### src/rtl/modular_exponentiation_macros.svh
// Assertion helpers shared by the modular exponentiation RTL.
`ifndef MODULAR_EXPONENTIATION_MACROS_SVH
`define MODULAR_EXPONENTIATION_MACROS_SVH

// Same-cycle implication, checked out of reset.
`define MODEXP_ASSERT_IMPLIES(name, clk, rstn, ante, cons, msg) \
    name: assert property (@(posedge clk) disable iff (!rstn) (ante) |-> (cons)) \
        else $error(msg);

// Next-cycle implication, checked out of reset.
`define MODEXP_ASSERT_NEXT(name, clk, rstn, ante, cons, msg) \
    name: assert property (@(posedge clk) disable iff (!rstn) (ante) |=> (cons)) \
        else $error(msg);

`endif

### src/rtl/modexp_pkg.sv
`default_nettype none

package modexp_pkg;

    // Width of each field on the stream ports
    localparam int FIELD_WIDTH = 64;
    // Default internal operand width
    localparam int OPERAND_WIDTH_DEFAULT = 64;

    typedef enum logic [2:0] {
        ST_IDLE,
        ST_CHECK,
        ST_RED_WAIT,
        ST_BIT,
        ST_MUL_WAIT,
        ST_SQR_WAIT,
        ST_OUT
    } state_t;

    // Operand selection for the shared modular multiplier
    typedef enum logic [1:0] {
        OP_REDUCE,
        OP_MUL,
        OP_SQR
    } mm_op_t;

    typedef struct packed {
        logic   load;
        logic   mm_start;
        mm_op_t mm_op;
        logic   acc_wr;
        logic   sq_wr;
        logic   expo_shift;
        logic   out_load;
    } dp_cmd_t;

    typedef struct packed {
        logic mod_zero;
        logic expo_zero;
        logic expo_lsb;
        logic expo_last;
        logic mm_done;
    } dp_sts_t;

endpackage

`default_nettype wire

### src/rtl/modexp_mm.sv
`default_nettype none
`include "modular_exponentiation_macros.svh"

// Shift-add-reduce modular multiplier: one multiplier bit per cycle, MSB first.
module modexp_mm #(
    parameter int OPERAND_WIDTH = modexp_pkg::OPERAND_WIDTH_DEFAULT
) (
    input  wire logic                     aclk,
    input  wire logic                     aresetn,
    input  wire logic                     start,
    input  wire logic [OPERAND_WIDTH-1:0] mcand,
    input  wire logic [OPERAND_WIDTH-1:0] mplier,
    input  wire logic [OPERAND_WIDTH-1:0] modulus,
    output logic                          done,
    output logic [OPERAND_WIDTH-1:0]      product
);

    localparam int W     = OPERAND_WIDTH;
    localparam int CNT_W = $clog2(W);

    logic             busy_reg, busy_next;
    logic             done_reg, done_next;
    logic [CNT_W-1:0] cnt_reg, cnt_next;
    logic [W-1:0]     acc_reg, acc_next;
    logic [W-1:0]     mcand_reg, mcand_next;
    logic [W-1:0]     mplier_reg, mplier_next;
    logic [W-1:0]     mod_reg, mod_next;
    logic [W:0]       mod2_reg, mod2_next;

    logic [W+2:0]     sum;
    logic [W+2:0]     diff1;
    logic [W+2:0]     diff2;
    logic [W-1:0]     step_val;

    // Double the accumulator, add the multiplicand on a one bit, fold below the modulus
    always_comb begin
        sum   = {2'b00, acc_reg, 1'b0}
              + {3'b000, (mplier_reg[W-1] ? mcand_reg : {W{1'b0}})};
        diff1 = sum - {3'b000, mod_reg};
        diff2 = sum - {2'b00, mod2_reg};
        priority if (!diff2[W+2]) begin
            step_val = diff2[W-1:0];
        end else if (!diff1[W+2]) begin
            step_val = diff1[W-1:0];
        end else begin
            step_val = sum[W-1:0];
        end
    end

    // Sequence the bit steps
    always_comb begin
        busy_next   = busy_reg;
        done_next   = 1'b0;
        cnt_next    = cnt_reg;
        acc_next    = acc_reg;
        mcand_next  = mcand_reg;
        mplier_next = mplier_reg;
        mod_next    = mod_reg;
        mod2_next   = mod2_reg;
        if (start) begin
            busy_next   = 1'b1;
            cnt_next    = CNT_W'(W - 1);
            acc_next    = '0;
            mcand_next  = mcand;
            mplier_next = mplier;
            mod_next    = modulus;
            mod2_next   = {modulus, 1'b0};
        end else if (busy_reg) begin
            acc_next    = step_val;
            mplier_next = {mplier_reg[W-2:0], 1'b0};
            cnt_next    = cnt_reg - CNT_W'(1);
            if (cnt_reg == '0) begin
                busy_next = 1'b0;
                done_next = 1'b1;
            end
        end
    end

    // Control registers
    always_ff @(posedge aclk) begin
        if (!aresetn) begin
            busy_reg <= 1'b0;
            done_reg <= 1'b0;
        end else begin
            busy_reg <= busy_next;
            done_reg <= done_next;
        end
    end

    // Operand and accumulator registers
    always_ff @(posedge aclk) begin
        cnt_reg    <= cnt_next;
        acc_reg    <= acc_next;
        mcand_reg  <= mcand_next;
        mplier_reg <= mplier_next;
        mod_reg    <= mod_next;
        mod2_reg   <= mod2_next;
    end

    assign done    = done_reg;
    assign product = acc_reg;

    `MODEXP_ASSERT_IMPLIES(a_mm_no_restart, aclk, aresetn, start, !busy_reg, "multiplier restarted while busy")
    `MODEXP_ASSERT_NEXT(a_mm_start_busy, aclk, aresetn, start, busy_reg && !done_reg, "multiplier did not start")
    `MODEXP_ASSERT_IMPLIES(a_mm_reduced, aclk, aresetn, done_reg && (mod_reg != '0), acc_reg < mod_reg, "product not reduced")

endmodule

`default_nettype wire

### src/rtl/modexp_dp.sv
`default_nettype none

// Operand registers, shared multiplier and result register.
module modexp_dp #(
    parameter int OPERAND_WIDTH = modexp_pkg::OPERAND_WIDTH_DEFAULT
) (
    input  wire logic                                aclk,
    input  wire logic                                aresetn,
    input  wire modexp_pkg::dp_cmd_t                 cmd,
    output modexp_pkg::dp_sts_t                      sts,
    input  wire logic [3*modexp_pkg::FIELD_WIDTH-1:0] in_data,
    output logic [modexp_pkg::FIELD_WIDTH-1:0]       power_result,
    output logic                                     modulus_error
);

    import modexp_pkg::*;

    localparam int W  = OPERAND_WIDTH;
    localparam int XW = (W > FIELD_WIDTH) ? W : FIELD_WIDTH;

    logic [W-1:0]           base_reg;
    logic [W-1:0]           expo_reg;
    logic [W-1:0]           mod_reg;
    logic [W-1:0]           acc_reg;
    logic [W-1:0]           sq_reg;
    logic [FIELD_WIDTH-1:0] result_reg;
    logic                   err_reg;

    logic [XW-1:0]          base_ext;
    logic [XW-1:0]          expo_ext;
    logic [XW-1:0]          mod_ext;
    logic [XW-1:0]          acc_ext;
    logic [W-1:0]           mm_mcand;
    logic [W-1:0]           mm_mplier;
    logic [W-1:0]           mm_product;
    logic                   mm_done;
    logic                   mod_zero;
    logic                   mod_one;

    // Fit the stream fields to the operand width
    assign base_ext = XW'(in_data[FIELD_WIDTH-1:0]);
    assign expo_ext = XW'(in_data[2*FIELD_WIDTH-1:FIELD_WIDTH]);
    assign mod_ext  = XW'(in_data[3*FIELD_WIDTH-1:2*FIELD_WIDTH]);
    assign acc_ext  = XW'(acc_reg);

    assign mod_zero = (mod_reg == '0);
    assign mod_one  = (mod_reg == W'(1));

    // Pick multiplier operands; the unreduced initial one folds to zero for modulus one
    always_comb begin
        unique case (cmd.mm_op)
            OP_REDUCE: begin
                mm_mcand  = W'(1);
                mm_mplier = base_reg;
            end
            OP_MUL: begin
                mm_mcand  = mod_one ? '0 : acc_reg;
                mm_mplier = sq_reg;
            end
            OP_SQR: begin
                mm_mcand  = sq_reg;
                mm_mplier = sq_reg;
            end
            default: begin
                mm_mcand  = '0;
                mm_mplier = '0;
            end
        endcase
    end

    modexp_mm #(
        .OPERAND_WIDTH(W)
    ) u_mm (
        .aclk    (aclk),
        .aresetn (aresetn),
        .start   (cmd.mm_start),
        .mcand   (mm_mcand),
        .mplier  (mm_mplier),
        .modulus (mod_reg),
        .done    (mm_done),
        .product (mm_product)
    );

    // Operand, accumulator and result registers
    always_ff @(posedge aclk) begin
        if (cmd.load) begin
            base_reg <= base_ext[W-1:0];
            expo_reg <= expo_ext[W-1:0];
            mod_reg  <= mod_ext[W-1:0];
            acc_reg  <= W'(1);
        end else begin
            if (cmd.acc_wr) begin
                acc_reg <= mm_product;
            end
            if (cmd.expo_shift) begin
                expo_reg <= {1'b0, expo_reg[W-1:1]};
            end
        end
        if (cmd.sq_wr) begin
            sq_reg <= mm_product;
        end
        if (cmd.out_load) begin
            result_reg <= mod_zero ? '0 : acc_ext[FIELD_WIDTH-1:0];
            err_reg    <= mod_zero;
        end
    end

    always_comb begin
        sts.mod_zero  = mod_zero;
        sts.expo_zero = (expo_reg == '0);
        sts.expo_lsb  = expo_reg[0];
        sts.expo_last = (expo_reg[W-1:1] == '0);
        sts.mm_done   = mm_done;
    end

    assign power_result  = result_reg;
    assign modulus_error = err_reg;

endmodule

`default_nettype wire

### src/rtl/modexp_ctrl.sv
`default_nettype none
`include "modular_exponentiation_macros.svh"

// Sequencer: reduce the base, then multiply and square per exponent bit.
module modexp_ctrl (
    input  wire logic                aclk,
    input  wire logic                aresetn,
    input  wire logic                s_tvalid,
    output logic                     s_tready,
    output logic                     m_tvalid,
    input  wire logic                m_tready,
    output modexp_pkg::dp_cmd_t      cmd,
    input  wire modexp_pkg::dp_sts_t sts
);

    import modexp_pkg::*;

    state_t state_reg, state_next;
    logic   out_valid_reg, out_valid_next;

    // Next state and datapath commands
    always_comb begin
        state_next = state_reg;
        cmd        = '0;
        s_tready   = 1'b0;
        unique case (state_reg)
            ST_IDLE: begin
                s_tready = 1'b1;
                if (s_tvalid) begin
                    cmd.load   = 1'b1;
                    state_next = ST_CHECK;
                end
            end
            ST_CHECK: begin
                if (sts.mod_zero) begin
                    state_next = ST_OUT;
                end else begin
                    cmd.mm_start = 1'b1;
                    cmd.mm_op    = OP_REDUCE;
                    state_next   = ST_RED_WAIT;
                end
            end
            ST_RED_WAIT: begin
                if (sts.mm_done) begin
                    cmd.sq_wr  = 1'b1;
                    state_next = ST_BIT;
                end
            end
            ST_BIT: begin
                priority if (sts.expo_zero) begin
                    state_next = ST_OUT;
                end else if (sts.expo_lsb) begin
                    cmd.mm_start = 1'b1;
                    cmd.mm_op    = OP_MUL;
                    state_next   = ST_MUL_WAIT;
                end else begin
                    cmd.mm_start = 1'b1;
                    cmd.mm_op    = OP_SQR;
                    state_next   = ST_SQR_WAIT;
                end
            end
            ST_MUL_WAIT: begin
                if (sts.mm_done) begin
                    cmd.acc_wr = 1'b1;
                    // Skip the final squaring: nothing reads it
                    if (sts.expo_last) begin
                        state_next = ST_OUT;
                    end else begin
                        cmd.mm_start = 1'b1;
                        cmd.mm_op    = OP_SQR;
                        state_next   = ST_SQR_WAIT;
                    end
                end
            end
            ST_SQR_WAIT: begin
                if (sts.mm_done) begin
                    cmd.sq_wr      = 1'b1;
                    cmd.expo_shift = 1'b1;
                    state_next     = ST_BIT;
                end
            end
            ST_OUT: begin
                if (!out_valid_reg || m_tready) begin
                    cmd.out_load = 1'b1;
                    state_next   = ST_IDLE;
                end
            end
            default: begin
                state_next = ST_IDLE;
            end
        endcase
    end

    // Hold the result until its transaction completes
    always_comb begin
        if (cmd.out_load) begin
            out_valid_next = 1'b1;
        end else if (m_tready) begin
            out_valid_next = 1'b0;
        end else begin
            out_valid_next = out_valid_reg;
        end
    end

    always_ff @(posedge aclk) begin
        if (!aresetn) begin
            state_reg     <= ST_IDLE;
            out_valid_reg <= 1'b0;
        end else begin
            state_reg     <= state_next;
            out_valid_reg <= out_valid_next;
        end
    end

    assign m_tvalid = out_valid_reg;

    `MODEXP_ASSERT_IMPLIES(a_no_overwrite, aclk, aresetn, cmd.out_load, !out_valid_reg || m_tready, "result overwritten before transaction")
    `MODEXP_ASSERT_IMPLIES(a_done_in_wait, aclk, aresetn, sts.mm_done, (state_reg == ST_RED_WAIT) || (state_reg == ST_MUL_WAIT) || (state_reg == ST_SQR_WAIT), "multiplier done outside a wait state")

endmodule

`default_nettype wire

### src/rtl/modular_exponentiation.sv
// Items are handled one at a time; each modular product runs through the shared
// shift-add-reduce multiplier, and each exponent bit needs one or two of them.
// A new item is taken while the previous result still waits on the output register.
// Reset (aresetn low, synchronous) returns the sequencer to idle and drops m_tvalid.
`default_nettype none

module modular_exponentiation #(
    parameter int OPERAND_WIDTH = modexp_pkg::OPERAND_WIDTH_DEFAULT
) (
    input  wire logic                                 aclk,
    input  wire logic                                 aresetn,
    // s_tdata: base_value [63:0], exponent_value [127:64], modulus_value [191:128]
    input  wire logic [3*modexp_pkg::FIELD_WIDTH-1:0] s_tdata,
    input  wire logic                                 s_tvalid,
    output logic                                      s_tready,
    // m_tdata: power_result [63:0]
    output logic [modexp_pkg::FIELD_WIDTH-1:0]        m_tdata,
    // m_tuser: modulus_error [0]
    output logic                                      m_tuser,
    output logic                                      m_tvalid,
    input  wire logic                                 m_tready
);

    import modexp_pkg::*;

    dp_cmd_t cmd;
    dp_sts_t sts;

    modexp_ctrl u_ctrl (
        .aclk     (aclk),
        .aresetn  (aresetn),
        .s_tvalid (s_tvalid),
        .s_tready (s_tready),
        .m_tvalid (m_tvalid),
        .m_tready (m_tready),
        .cmd      (cmd),
        .sts      (sts)
    );

    modexp_dp #(
        .OPERAND_WIDTH(OPERAND_WIDTH)
    ) u_dp (
        .aclk          (aclk),
        .aresetn       (aresetn),
        .cmd           (cmd),
        .sts           (sts),
        .in_data       (s_tdata),
        .power_result  (m_tdata),
        .modulus_error (m_tuser)
    );

endmodule

`default_nettype wire
### config.mk
export PLATFORM = sky130hd
export DESIGN_NAME = modular_exponentiation
export DESIGN_NICKNAME = d
export VERILOG_FILES = /design/src/rtl/modexp_pkg.sv /design/src/rtl/modexp_mm.sv /design/src/rtl/modexp_dp.sv /design/src/rtl/modexp_ctrl.sv /design/src/rtl/modular_exponentiation.sv
export VERILOG_INCLUDE_DIRS = /design/src /design/src/rtl
export SDC_FILE = /design/constraint.sdc
export NUM_CORES = 1
export LEC_CHECK = 0
export BUFFER_PORTS_ARGS = -buffer_cell sky130_fd_sc_hd__buf_4
export CORE_MARGIN = 2
export CORE_UTILIZATION = 62
export DETAILED_ROUTE_END_ITERATION = 7
export PLACE_DENSITY_LB_ADDON = 0.1
export SETUP_SLACK_MARGIN = 0.4
export SLEW_MARGIN = 20
export SYNTH_ARGS = -nofsm -noshare
export SYNTH_HDL_FRONTEND = slang
export SYNTH_HIERARCHICAL = 1
export SYNTH_SLANG_ARGS = --single-unit
### constraint.sdc
create_clock -name aclk -period 8.3 [get_ports aclk]
set_clock_uncertainty 0.15 [all_clocks]
set_input_delay 2.075 -clock aclk [delete_from_list [all_inputs] [get_ports aclk]]
set_output_delay 2.075 -clock aclk [all_outputs]
set_load 0.1 [all_outputs]
==> results.tsv, run 1 <==
stage	metric	value	unit
cts	clock sink count	653	
worst_setup_path	endpoint of the most critical setup path	u_dp/u_mm/product[51]	
worst_setup_path	CP startpoint	u_dp/u_mm/mplier_reg[63]	
synth	Post-Synthesis Cell Area	37800	um2
drt	antenna violation net count after detailed routing	0	
worst_setup_path	worst path required time	8.63	ns
synth	largest cells by area after synthesis	edfxtp_1, dfxtp_1, ha_1	
sta	Slew @ Worst Pin	1.01	ns
die	CORE AREA	60400	um2
worst_setup_path	Crit Path Class	reg -> reg	
placed_design	number of port buffers	262	
grt	pin count of the biggest net entering global routing	129	
synth	Ys Warns	6	
synth	synthesized area per cell	10.6	um2
cells_and_area	nets@finish	4128	
sta	Worst slew margin	0.320	
worst_setup_path	r2r endpoint	u_dp/u_mm/product[51]	
sta	number of slew-limit violations in the final report	0	
grt	final global-route overflow total	0	
synth	share of flip-flops with an asynchronous set or reset after synthesis	0	
die	IO Count	263	
drt	DRC Markers	0	
sta	post-route setup TNS	0	ns
drt	total routed wirelength	108000	um
cells_and_area	Reg area	18200	um2
cts	Post-CTS Hold Fix Bufs	0	
worst_setup_path	FF-to-FF Start	u_dp/u_mm/mplier_reg[63]	
cts	clock buffer count from CTS	67	
grt	antenna violations before repair	1	
synth	Primary FF master, synth	edfxtp_1	
synth	sequential area share after synthesis	0.481	
worst_setup_path	CP max FO	34	
status	result of the run	complete, no violations	
run	maxcap violations	0	
worst_setup_path	register-to-register path setup slack	0.83	ns
cells_and_area	antenna diode instance count	0	
worst_setup_path	largest incremental delay on the critical path	0.53	ns
cts	setup bufs post-CTS	0	
die	die width	251	um
grt	Total GRT Usage	0.336	
drt	number of detailed-routing iterations run before antenna repair	6	
sta	count of endpoints failing hold in the final timing report	0	
cts	number of levels the H-tree was split into	3	
cts	buffer depth of the longest clock path	3	
cells_and_area	area of the multi-input gates	18300	um2
synth	number of nets produced by synthesis	3968	
cts	root buffer selected by CTS	clkbuf_16	
die	area of the die	63000	um2
cts	CTS resizes	0	
worst_setup_path	Most common cell on crit path	nand2_1	
sta	setup repair after global routing missed its margin	false	
grt	global-route wire length before repair	164000	um
die	initial standard-cell utilization of the core	0.627	
placed_design	DP Wirelength	79000	um
drt	number of design-rule violations left by the first detailed-router iteration	3668	
die	number of placement rows	90	
synth	biggest area consumer among synthesized cells	edfxtp_1	
sta	fraction of the cycle the final worst path needs	0.900	
sta	Peak Freq	0.134	GHz
worst_setup_path	startpoint type of the worst setup path	register	
worst_setup_path	arrival time reported for the critical path endpoint	7.80	ns
synth	fraction of synthesized cell area taken by the top area cell type	0.407	
grt	number of global-route vias before repair	28500	
synth	Yosys reg bits	653	
cts	clock insertion delay at the later pin of the skew report	0.62	ns
drt	Routed WL per cell	23.6	um
cells_and_area	share of post-route cells with drive strength above 1	0.162	
synth	cell count after synthesis	3572	
worst_setup_path	CP max-delay cell	edfxtp_1	
drt	vias after detailed routing	29700	
sta	final count of negative-setup-slack endpoints	0	
synth	number of synthesized flops with an enable pin	513	
worst_setup_path	kind of end point of the critical path	register	
sta	minimum clock period after layout	7.47	ns
synth	number of distinct library cell variants in the gate-level netlist after synthesis	117	
cts	clock tree from TritonCTS	built	
placed_design	GPL Wtd Cong	1.00	
drt	post-detailed-route via-to-cell ratio	6.51	
cts	clock edge transition at the registers on the reported setup and hold paths	0.06	ns
worst_setup_path	depth of the worst register-to-register path	28	
cells_and_area	fillcell total	4314	
min_path	Min-Delay Path Class	reg -> reg	
die	vertical die dimension	251	um
cells_and_area	Synth-to-Final Area Change	12.1	%
worst min path at each step:
| stage | start | end | slack, ns | cells past startpoint |
|---|---|---|---|---|
| floorplan | u_dp/mod_reg[0] | u_dp/u_mm/mod2_reg[1] | 0.28 | 0 |
| global placement | u_dp/mod_reg[45] | u_dp/u_mm/mod2_reg[46] | 0.28 | 0 |
| detailed placement | u_dp/mod_reg[57] | u_dp/u_mm/mod2_reg[58] | 0.28 | 0 |
| CTS | u_dp/mod_reg[7] | u_dp/u_mm/mod2_reg[8] | 0.29 | 0 |
| global route | u_dp/mod_reg[40] | u_dp/u_mm/mod2_reg[41] | 0.31 | 0 |
| finish | u_dp/mod_reg[7] | u_dp/u_mm/mod2_reg[8] | 0.29 | 0 |
cell usage in the layout, fill, tap and decap left out, drive strengths merged, types with 87 or more instances in the layout:
| cell type | instances |
|---|---|
| nand2 | 287 |
| a21oi | 250 |
| inv | 120 |
| dfxtp | 140 |
| a21o | 102 |
| ha | 197 |
| nor2 | 270 |
| buf | 295 |
| xnor2 | 106 |
| mux2i | 103 |
| edfxtp | 513 |
| o21ai | 238 |
| a22oi | 87 |
| mux2 | 129 |
| clkbuf | 93 |
synth_stat cells (15+ instances only):
library cell	n
edfxtp_1	513
nand2_1	286
nor2_1	267
a21oi_1	240
ha_1	197
o21ai_0	187
dfxtp_1	140
clkbuf_1	129
mux2_2	128
inv_1	118
xnor2_1	106
mux2i_1	103
a21o_1	102
a22oi_1	87
and2_1	77
a21boi_0	75
xor2_1	68
a32oi_1	65
nand4_1	63
nand3_1	50
o21ai_1	47
buf_2	37
nor4_1	36
nor3_1	34
nand2b_1	30
nor2b_1	30
o21bai_1	29
o21a_1	28
a31oi_1	20
a211oi_1	16
o211ai_1	15
o221ai_1	15
per-layer routing:
layer | track usage | part of all wire | vias to the layer above
met2 | 0.489 | 0.43 | 1602
met4 | 0.0895 | 0.026 | 2
li1 | - | - | 13700
met5 | 0 | 0.00012 | -
met1 | 0.512 | 0.45 | 14200
met3 | 0.0681 | 0.10 | 167
stage by stage:
| step | setup WS, ns | utilization | cell area (um2) | hold WS [ns] | std cells |
|---|---|---|---|---|---|
| floorplan | 1.66 | - | 37800 | 0.276 | 3572 |
| global placement | 1.00 | 0.665 | 40100 | 0.281 | 4445 |
| detailed placement | 0.860 | 0.665 | 40200 | 0.285 | 4445 |
| CTS | 0.807 | 0.702 | 42400 | 0.294 | 4566 |
| global route | 0.412 | 0.702 | 42400 | 0.306 | 4566 |
| finish | 0.828 | 0.702 | 42400 | 0.295 | 4566 |
cells by family after synthesis:
| group | after synthesis | share of synthesized area |
|---|---|---|
| xor+xnor | 175 | 0.0407 |
| mux | 232 | 0.0657 |
| buf+inv | 324 | 0.0373 |
| compound gates | 1051 | 0.189 |
| fa+ha+maj | 200 | 0.0668 |
| flops | 653 | 0.481 |
| simple gates | 937 | 0.119 |
critical path: cells and delay by family, from the launching register on:
kind / cells / cell delay [ns]
buf+inv: 3 / 0.56
simple gates: 11 / 2.00
xor+xnor: 1 / 0.34
compound gates: 10 / 2.80
flops: 1 / 0.53
fa+ha+maj: 3 / 0.94
cell type report:
class,instances,share of cell area
clock buffer,93,0.0438
clock inverter,28,0.00853
inverter,120,0.0107
multi-input combinational,2595,0.431
sequential,653,0.430
tap,782,0.0231
timing repair buffer,295,0.0531
Power of run 1 is not shown: default switching activity piles up to over one toggle a cycle in this logic, so the estimate is an artifact.
==> run 2: changes to the inputs <==
BUFFER_PORTS_ARGS = default   (was -buffer_cell sky130_fd_sc_hd__buf_4)
CELL_PAD_IN_SITES_DETAIL_PLACEMENT = 0   (was default)
CELL_PAD_IN_SITES_GLOBAL_PLACEMENT = 2   (was default)
CORE_UTILIZATION = 43   (was 62)
DONT_BUFFER_PORTS = 1   (was default)
==> run 2 against run 1 <==
  * Utilization shrank 23 points
  * Setup slack lost 0.017 ns
  * Worst hold slack lost 0.0014 ns
  * Global-route usage shrank 8.0 points
  * First-iteration DRC count shrank 30%
  * Die area grew 43%
  * Highest routed layer is now met4
  * Register-to-register slack lost 0.02 ns
  * Non-clock buffer count shrank 246
  * Final cell count grew 3.0%
  * Via count shrank 5.4%
  * Cell area shrank 2.9%
==> results.tsv, run 2 (synthesis gave the netlist of run 1 again) <==
stage	metric	value	unit	change
cts	clock sink count	653		unchanged
worst_setup_path	FF-to-FF Start	u_dp/u_mm/mplier_reg[63]		
worst_setup_path	Crit Path Class	reg -> reg		
sta	number of slew-limit violations in the final report	0		unchanged
drt	DRC Markers	0		unchanged
sta	Peak Freq	0.134	GHz	-0.22%
cts	number of levels the H-tree was split into	3		unchanged
die	initial standard-cell utilization of the core	0.435		-0.192
sta	post-route setup TNS	0	ns	unchanged
worst_setup_path	CP max-delay cell	edfxtp_1		
placed_design	DP Wirelength	88100	um	+12%
grt	pin count of the biggest net entering global routing	129		unchanged
cells_and_area	Synth-to-Final Area Change	8.87	%	
placed_design	GPL Wtd Cong	0.898		-10%
cells_and_area	nets@finish	3888		-5.8%
min_path	Min-Delay Path Class	reg -> reg		
drt	Routed WL per cell	25.0	um	+5.9%
cells_and_area	leading cell types in the layout, fill and taps excluded	edfxtp_1, nand2_1, nor2_1		
drt	antenna violation net count after detailed routing	0		unchanged
min_path	end of the worst hold path	u_dp/u_mm/mod2_reg[6]		
worst_setup_path	register-to-register path setup slack	0.81	ns	-0.02 ns
status	result of the run	complete, no violations		
sta	final count of negative-setup-slack endpoints	0		unchanged
sta	fraction of the cycle the final worst path needs	0.902		+0.00201
worst_setup_path	Worst path top cell family by delay	compound AO/OA/AOI/OAI gates		
worst_setup_path	worst path required time	8.67	ns	+0.04 ns
grt	Total GRT Usage	0.255		-0.0805
min_path	count of cells along the worst hold path	0		unchanged
cells_and_area	fillcell total	8033		+86%
drt	number of design-rule violations left by the first detailed-router iteration	2561		-30%
die	CORE AREA	87000	um2	+44%
sta	count of endpoints failing hold in the final timing report	0		unchanged
cells_and_area	Reg area	18200	um2	unchanged
run	maxcap violations	0		unchanged
drt	total routed wirelength	117000	um	+9.1%
grt	global-route wire length before repair	175000	um	+6.2%
cts	clock tree from TritonCTS	built		
worst_setup_path	arrival time reported for the critical path endpoint	7.86	ns	+0.06 ns
min_path	launch point of the worst hold path	u_dp/mod_reg[5]		
placed_design	number of port buffers	0		-100%
sta	Slew @ Worst Pin	1.09	ns	+0.0764 ns
grt	final global-route overflow total	0		unchanged
sta	setup repair after global routing missed its margin	false		
worst_setup_path	largest incremental delay on the critical path	0.49	ns	-0.04 ns
worst_setup_path	startpoint type of the worst setup path	register		
cts	clock buffer count from CTS	73		+9.0%
cts	buffer depth of the longest clock path	3		unchanged
sta	Worst slew margin	0.275		-0.0447
die	die width	301	um	+20%
die	IO Count	263		unchanged
drt	vias after detailed routing	28100		-5.4%
worst_setup_path	r2r endpoint	u_dp/u_mm/product[63]		
worst_setup_path	CP max FO	11		-68%
cells_and_area	antenna diode instance count	0		unchanged
sta	minimum clock period after layout	7.49	ns	+0.0167 ns
die	number of placement rows	108		+20%
drt	number of detailed-routing iterations run before antenna repair	5		-1
cts	clock insertion delay at the later pin of the skew report	0.65	ns	+0.03 ns
worst_setup_path	kind of end point of the critical path	register		
grt	number of global-route vias before repair	27200		-4.9%
cells_and_area	share of post-route cells with drive strength above 1	0.105		-0.0569
grt	antenna violations before repair	1		unchanged
die	vertical die dimension	301	um	+20%
cts	root buffer selected by CTS	clkbuf_16		
cts	clock edge transition at the registers on the reported setup and hold paths	0.06	ns	about the same
die	area of the die	90300	um2	+43%
worst_setup_path	depth of the worst register-to-register path	30		+7.1%
drt	post-detailed-route via-to-cell ratio	5.98		-8.2%
cells_and_area	area of the multi-input gates	18300	um2	+0.16%
cells_and_area	leading cell type in the layout, fill and taps excluded	edfxtp_1		
worst_setup_path	Worst Path Buf+Inv	4		+1
-- run 2: cell types whose count changed in the layout (fill, tap and decap cells not counted), sizes merged --
cell and change:
inv +1, clkbuf -4, clkinv +16, buf -246
clkinvlp +1, bufinv -3
-- run 2: how the worst max path moves through the flow --
stage	from	slack, ns	to	cells past startpoint
5_1_grt	u_dp/u_mm/mplier_reg[63]	0.42	u_dp/u_mm/product[58]	29
2_1_floorplan	u_ctrl/state_reg[1]	1.66	u_dp/expo_reg[0]	6
3_5_place_dp	u_dp/u_mm/mplier_reg[63]	0.73	u_dp/u_mm/product[63]	28
4_1_cts	u_dp/u_mm/mplier_reg[63]	0.65	u_dp/u_mm/product[63]	28
6_report	u_dp/u_mm/mplier_reg[63]	0.81	u_dp/u_mm/product[63]	30
3_3_place_gp	u_dp/u_mm/mplier_reg[63]	0.57	u_dp/u_mm/product[63]	28
-- run 2: what timing repair did --
action / 4_1_cts / 5_1_grt
endpoints found under the setup margin: 0 / 54
gates resized for setup: 0 / 5
buffers inserted: 0 / 0
hold buffers: 0 / 0
-- run 2: layout make-up --
cell class	instances	share of cell area
tap	1155	0.0351
timing repair buffer	49	0.0110
inverter	120	0.0110
clock inverter	43	0.00884
sequential	653	0.442
multi-input combinational	2595	0.445
clock buffer	89	0.0471
-- run 2: layer usage --
layer,part of all wire,vias up,global-route usage,wire [um]
met3,0.058,132,0.0408,6870
li1,-,13200,-,-
met2,0.40,945,0.353,47000
met1,0.52,13800,0.412,61000
met5,0,-,0,0
met4,0.022,0,0.0583,2580
-- run 2: metrics by stage --
step,setup slack [ns],instance area (um2),instances,util,hold WS [ns]
CTS,0.655,41100,4703,0.472,0.300
global route,0.422,41200,4704,0.473,0.298
floorplan,1.66,37800,3572,-,0.276
finish,0.811,41200,4704,0.473,0.293
detailed placement,0.731,38800,4571,0.446,0.286
global placement,0.571,38800,4571,0.446,0.280
Power of run 2 is left out for the same reason.
